### config.mk
export PLATFORM = sky130hd
export DESIGN_NAME = pgtm_alu
export DESIGN_NICKNAME = d
export VERILOG_FILES = /design/src/rtl/pgtm_pkg.sv /design/src/rtl/pgtm_alu.sv
export SDC_FILE = /design/constraint.sdc
export NUM_CORES = 1
export LEC_CHECK = 0
export ABC_AREA = 1
export BUFFER_PORTS_ARGS = -buffer_cell sky130_fd_sc_hd__buf_2
export CORE_MARGIN = 8
export CORE_UTILIZATION = 62
export DETAILED_ROUTE_END_ITERATION = 10
export GPL_ROUTABILITY_DRIVEN = 0
export PLACE_DENSITY = 0.9
export SYNTH_ARGS = -nofsm -noshare
export SYNTH_HDL_FRONTEND = slang
export SYNTH_SLANG_ARGS = --single-unit
### constraint.sdc
create_clock -name vclk -period 13.1
set_input_delay 3.93 -clock vclk [all_inputs]
set_output_delay 3.93 -clock vclk [all_outputs]
set_load 0.01 [all_outputs]
### src/rtl/pgtm_pkg.sv
package pgtm_pkg;

    localparam int NUM_FRAMES_DEF = 64;
    localparam int IDX_W          = 9;
    localparam int OFS_W          = 12;

    localparam logic [1:0] KIND_TRANSLATE = 2'd0;
    localparam logic [1:0] KIND_MAP_ADDR  = 2'd1;
    localparam logic [1:0] KIND_MAP_PAGE  = 2'd2;
    localparam logic [1:0] KIND_UNMAP     = 2'd3;

    localparam logic [2:0] ST_OK         = 3'd0;
    localparam logic [2:0] ST_NOT_MAPPED = 3'd1;
    localparam logic [2:0] ST_MISALIGNED = 3'd2;
    localparam logic [2:0] ST_NO_FRAME   = 3'd3;
    localparam logic [2:0] ST_MAPPED     = 3'd4;
    localparam logic [2:0] ST_RANGE      = 3'd5;

    localparam logic REG_HOST_BASE  = 1'b0;
    localparam logic REG_GUEST_BASE = 1'b1;

    localparam logic [1:0] PTE_FLAGS = 2'b11;

    typedef struct packed {
        logic [1:0]  kind;
        logic [47:0] virt_addr;
        logic [50:0] page_addr;
    } in_t;

    typedef struct packed {
        logic [2:0]  status;
        logic [63:0] host_addr;
        logic [50:0] guest_page;
    } out_t;

    typedef struct packed {
        logic [63:0] a;
        logic [63:0] b;
        logic        sub;
    } alu_req_t;

endpackage

### src/rtl/pgtm_alu.sv
module pgtm_alu (
    input  pgtm_pkg::alu_req_t req,
    output logic [64:0]        sum
);

    always_comb begin
        if (req.sub) begin
            sum = {1'b0, req.a} - {1'b0, req.b};
        end else begin
            sum = {1'b0, req.a} + {1'b0, req.b};
        end
    end

endmodule

---- Word-level counts from Yosys, hierarchy flattened ----
Cells that the tools add are included.
word-level totals
  register bits after elaboration ......... 0
  latch bits .............................. 0
  RAM bits ................................ 0
  bits in read-only memories .............. 0
  output and inout port bits .............. 65
  logic and storage cells ................. 3
  memories kept ........................... 0
cells by class
  add/sub/neg operators ................... 2
  multipliers ............................. 0
  div/mod/pow operators ................... 0
  order comparisons ....................... 0
  equal/unequal tests ..................... 0
  shift operators ......................... 0
  multiplexer cells ....................... 1
  bitwise logic cells ..................... 0
  reduce and logical (&&, ||, !) cells .... 0
operators by type and width
  kind            number
  $add 64x64->65  1
  $mux 65         1
  $sub 64x64->65  1

---- Depth between registers and ports, before layout ----
  depth after elaboration ................. 2
  gate-level depth with buffers ........... 23
  depth with buffers taken out ............ 23

---- Worst setup path after synthesis ----
No wires, ideal clock.
  path kind ............................... in2out
  start point ............................. in req[2] in the netlist's numbering
  end point ............................... out sum[64]
  arrival ................................. 6357 ps
  data required time ...................... 9170 ps
  path slack .............................. 2813 ps
  stages .................................. 21
  cell sequence ........................... inv_1 -> ha_1 -> nand2_4 -> nor2_4 -> nand3_2 -> nor2_1 -> nand3_1 -> nand2_1 -> xor2_1 -> inv_1 -> ha_1 -> nand2_1 -> nor2_1 -> inv_1 -> nor2_1 -> nand2_1 -> nor3_1 -> nand2_1 -> nand2_1 -> nand2_1 -> nand2_1
on the way
  cells in the longest elaborated chain, start to end .. 2
ends and longest elaborated chain
  what                                                     line                           text
  from (decl)                                              pgtm_alu.sv:2                  input pgtm_pkg::alu_req_t req,
  $add 64x64->65 / $sub 64x64->65 (equally long branches)  pgtm_alu.sv:10, pgtm_alu.sv:8
  $mux 65 (*)                                              pgtm_alu.sv:7                  if (req.sub) begin
  to (decl)                                                pgtm_alu.sv:3                  output logic [64:0] sum
Every way passes the cells marked *; elsewhere a longest branch is shown, timed or not.

---- Worst setup path after layout ----
  start point ............................. in req[0] in the netlist's numbering
  end point ............................... out sum[64]
on the way
  cells in the longest elaborated chain, start to end .. 1
ends and longest elaborated chain
  what     line
  $mux 65  pgtm_alu.sv:7
No other way between the ends.

==> flow_metrics.py <==
metrics = {
    "grt": {
        "grt_overflow": 0,
        "grt_antenna_before_repair": 2,
        "grt_pass1_vias": 10519,
        "track_usage_pct": 32.6,
        "grt_pass1_wl_um": 47900,
        "grt_max_degree": 31,
    },
    "finish": {
        "seq_area_sq_um": 0,
        "multi_input_area_sq_um": 6650,
        "final_area_sq_um": 9460,
        "nClkBuffers": 0,
        "layout_common_cells": "nand2_1, inv_1, nor2_1",
        "finalNetCount": 2197,
        "area_growth_pct": 14.0,
        "drive_gt1_share_pct": 11.7,
        "nFlopsAndLatches": 0,
        "final_common_cell": "nand2_1",
        "post-route-util_pct": 72.0,
        "fillers": 1304,
    },
    "pwr": {
        "fin_total_pwr_w": 0.000542,
        "pwr_density_cell_nw_per_um2": 57.3,
        "leakagePower_nw": 6.36,
        "peakVddDrop_uv": 39.2,
    },
    "timing": {
        "tightest_slew_ns": 0.906,
        "setup_viol": 0,
        "hold_viol_final": 0,
        "fin_hold_ws_ns": 8.23,
        "setup_tns_ns": 0,
        "fmaxAchievable_mhz": 88.6,
        "finalCriticalPeriod_ns": 11.28,
        "relSlewSlack_pct": 39.6,
        "slew_violations": 0,
        "layout_worst_path_cycle_share_pct": 86.1,
        "rsz0062_at_grt": "no",
    },
    "synthesis": {
        "syn-num-nets": 2008,
        "synthCells": 1813,
        "ys.warnings.count": 0,
        "synth_area_sq_um": 8290,
        "syn-mean-instance-area_sq_um": 4.57,
        "synth_seq_area_share_pct": 0,
        "synth.distinct_cells": 34,
    },
    "floorplan": {
        "die_w_um": 132,
        "fp-row-count": 42,
        "start_util_pct": 63.1,
        "die_height_um": 132,
        "io_pins": 194,
        "die-area_sq_um": 17300,
        "coreArea_sq_um": 13100,
    },
    "placement": {
        "io_buffers": 194,
        "place_area_sq_um": 9460,
        "dp_hpwl_um": 26800,
    },
    "setup_path": {
        "crit_type": "input port to output pin",
        "worst-endpoint-arrival_ns": 7.35,
        "required_ns": 9.17,
        "critPathMaxFanout": 30,
        "critPathLaunch": "req[0]",
        "setup.worst_path.start_class": "input port",
        "cp-end-kind": "output pin",
    },
    "run": {
        "max_cap_violations": 0,
    },
    "route": {
        "dr.pass1.iters": 7,
        "wl_per_cell_um": 13.8,
        "drcViolationCount": 0,
        "num_vias": 11485,
        "drtAntennaViolNets": 0,
        "drt-initial-drc-count": 1381,
        "routed_wl_um": 30000,
        "viasPerCell": 5.28,
    },
    "hold_path": {
        "min_from": "req[1]",
        "hp-class": "input port to output pin",
    },
    "clocking": {
        "cts-resized-gates": 0,
        "cts_setup_buffers": 0,
        "cts_hold_buffers": 0,
    },
    "status": {
        "status": "finished, final reports clean",
    },
}
## critical path: stages
cell and delay (ns):
buf_2 0.26, inv_1 0.74, buf_4 0.39, nand2_1 0.11
xor2_1 0.13, inv_1 0.09, ha_1 0.36, nand2_1 0.11
nor2_1 0.17, inv_1 0.07, nor2_1 0.24, nand2_1 0.13
nor3_1 0.20, nand2_1 0.10, nand2_1 0.07, nand2_1 0.05
nand2_1 0.07, buf_2 0.12
## cells by family (layout without fill, tap and decap cells)
kind of cell | after synthesis | in the layout | share of synthesized area (%)
and+or+nand+nor | 1150 | 1150 | 56.2
buffers and inverters | 437 | 624 | 19.9
xor gates and xnor gates | 85 | 85 | 8.98
AOI/OAI and AO/OA | 75 | 75 | 4.87
adders and majority gates | 66 | 66 | 10.0
other | 0 | 1 | 0
## cell usage after synthesis (all sizes together)
| master | n | area, sq um |
|---|---|---|
| or2 | 4 | 25.0 |
| fa | 1 | 20.0 |
| and2 | 1 | 6.26 |
| o21ai | 22 | 129 |
| o31ai | 1 | 7.51 |
| and3 | 2 | 12.5 |
| xor2 | 78 | 683 |
| a31oi | 3 | 18.8 |
| ha | 65 | 813 |
| nand2 | 794 | 3010 |
| nor3 | 25 | 140 |
| nand3b | 5 | 37.5 |
| nand3 | 76 | 395 |
| a21oi | 49 | 249 |
| nor2 | 222 | 891 |
| nor4 | 1 | 6.26 |
| nand4 | 20 | 140 |
| buf | 8 | 37.5 |
| inv | 429 | 1610 |
| xnor2 | 7 | 61.3 |
## path summary, 6_finish.rpt
path | slack, ns | endpoint | depth (start not counted)
setup / recovery | 1.82 | sum[64] | 18
hold / removal | 8.23 | sum[0] | 4
## layer usage
layer	GRT usage, %	routed length [um]	vias to the layer above	share of wire (%)
met4	13.7	1440	2	4.8
li1	-	-	5731	-
met1	40.3	11400	4914	38
met2	54.5	13100	728	44
met3	5.98	4130	110	14
met5	0	15	-	0.050
## layout make-up
type                       count  area share [%]
tap                          176            2.33
multi-input combinational   1376            70.3
timing repair buffer         195            10.3
inverter                     429            17.0
antenna                        1          0.0265
## power by group
group / switching (W) / internal, W
clock network: 0 / 0.0000000000102
registers: 0 / 0
logic: 0.000356 / 0.000186
total: 0.000356 / 0.000186
## through the flow
step,setup WS [ns],std cells
2_1_floorplan,2.81,1813
3_3_place_gp,2.06,2176
3_5_place_dp,1.91,2176
4_1_cts,1.91,2176
5_1_grt,1.46,2177
6_report,1.82,2177
Note: power is estimated with default switching activity, not from simulation.
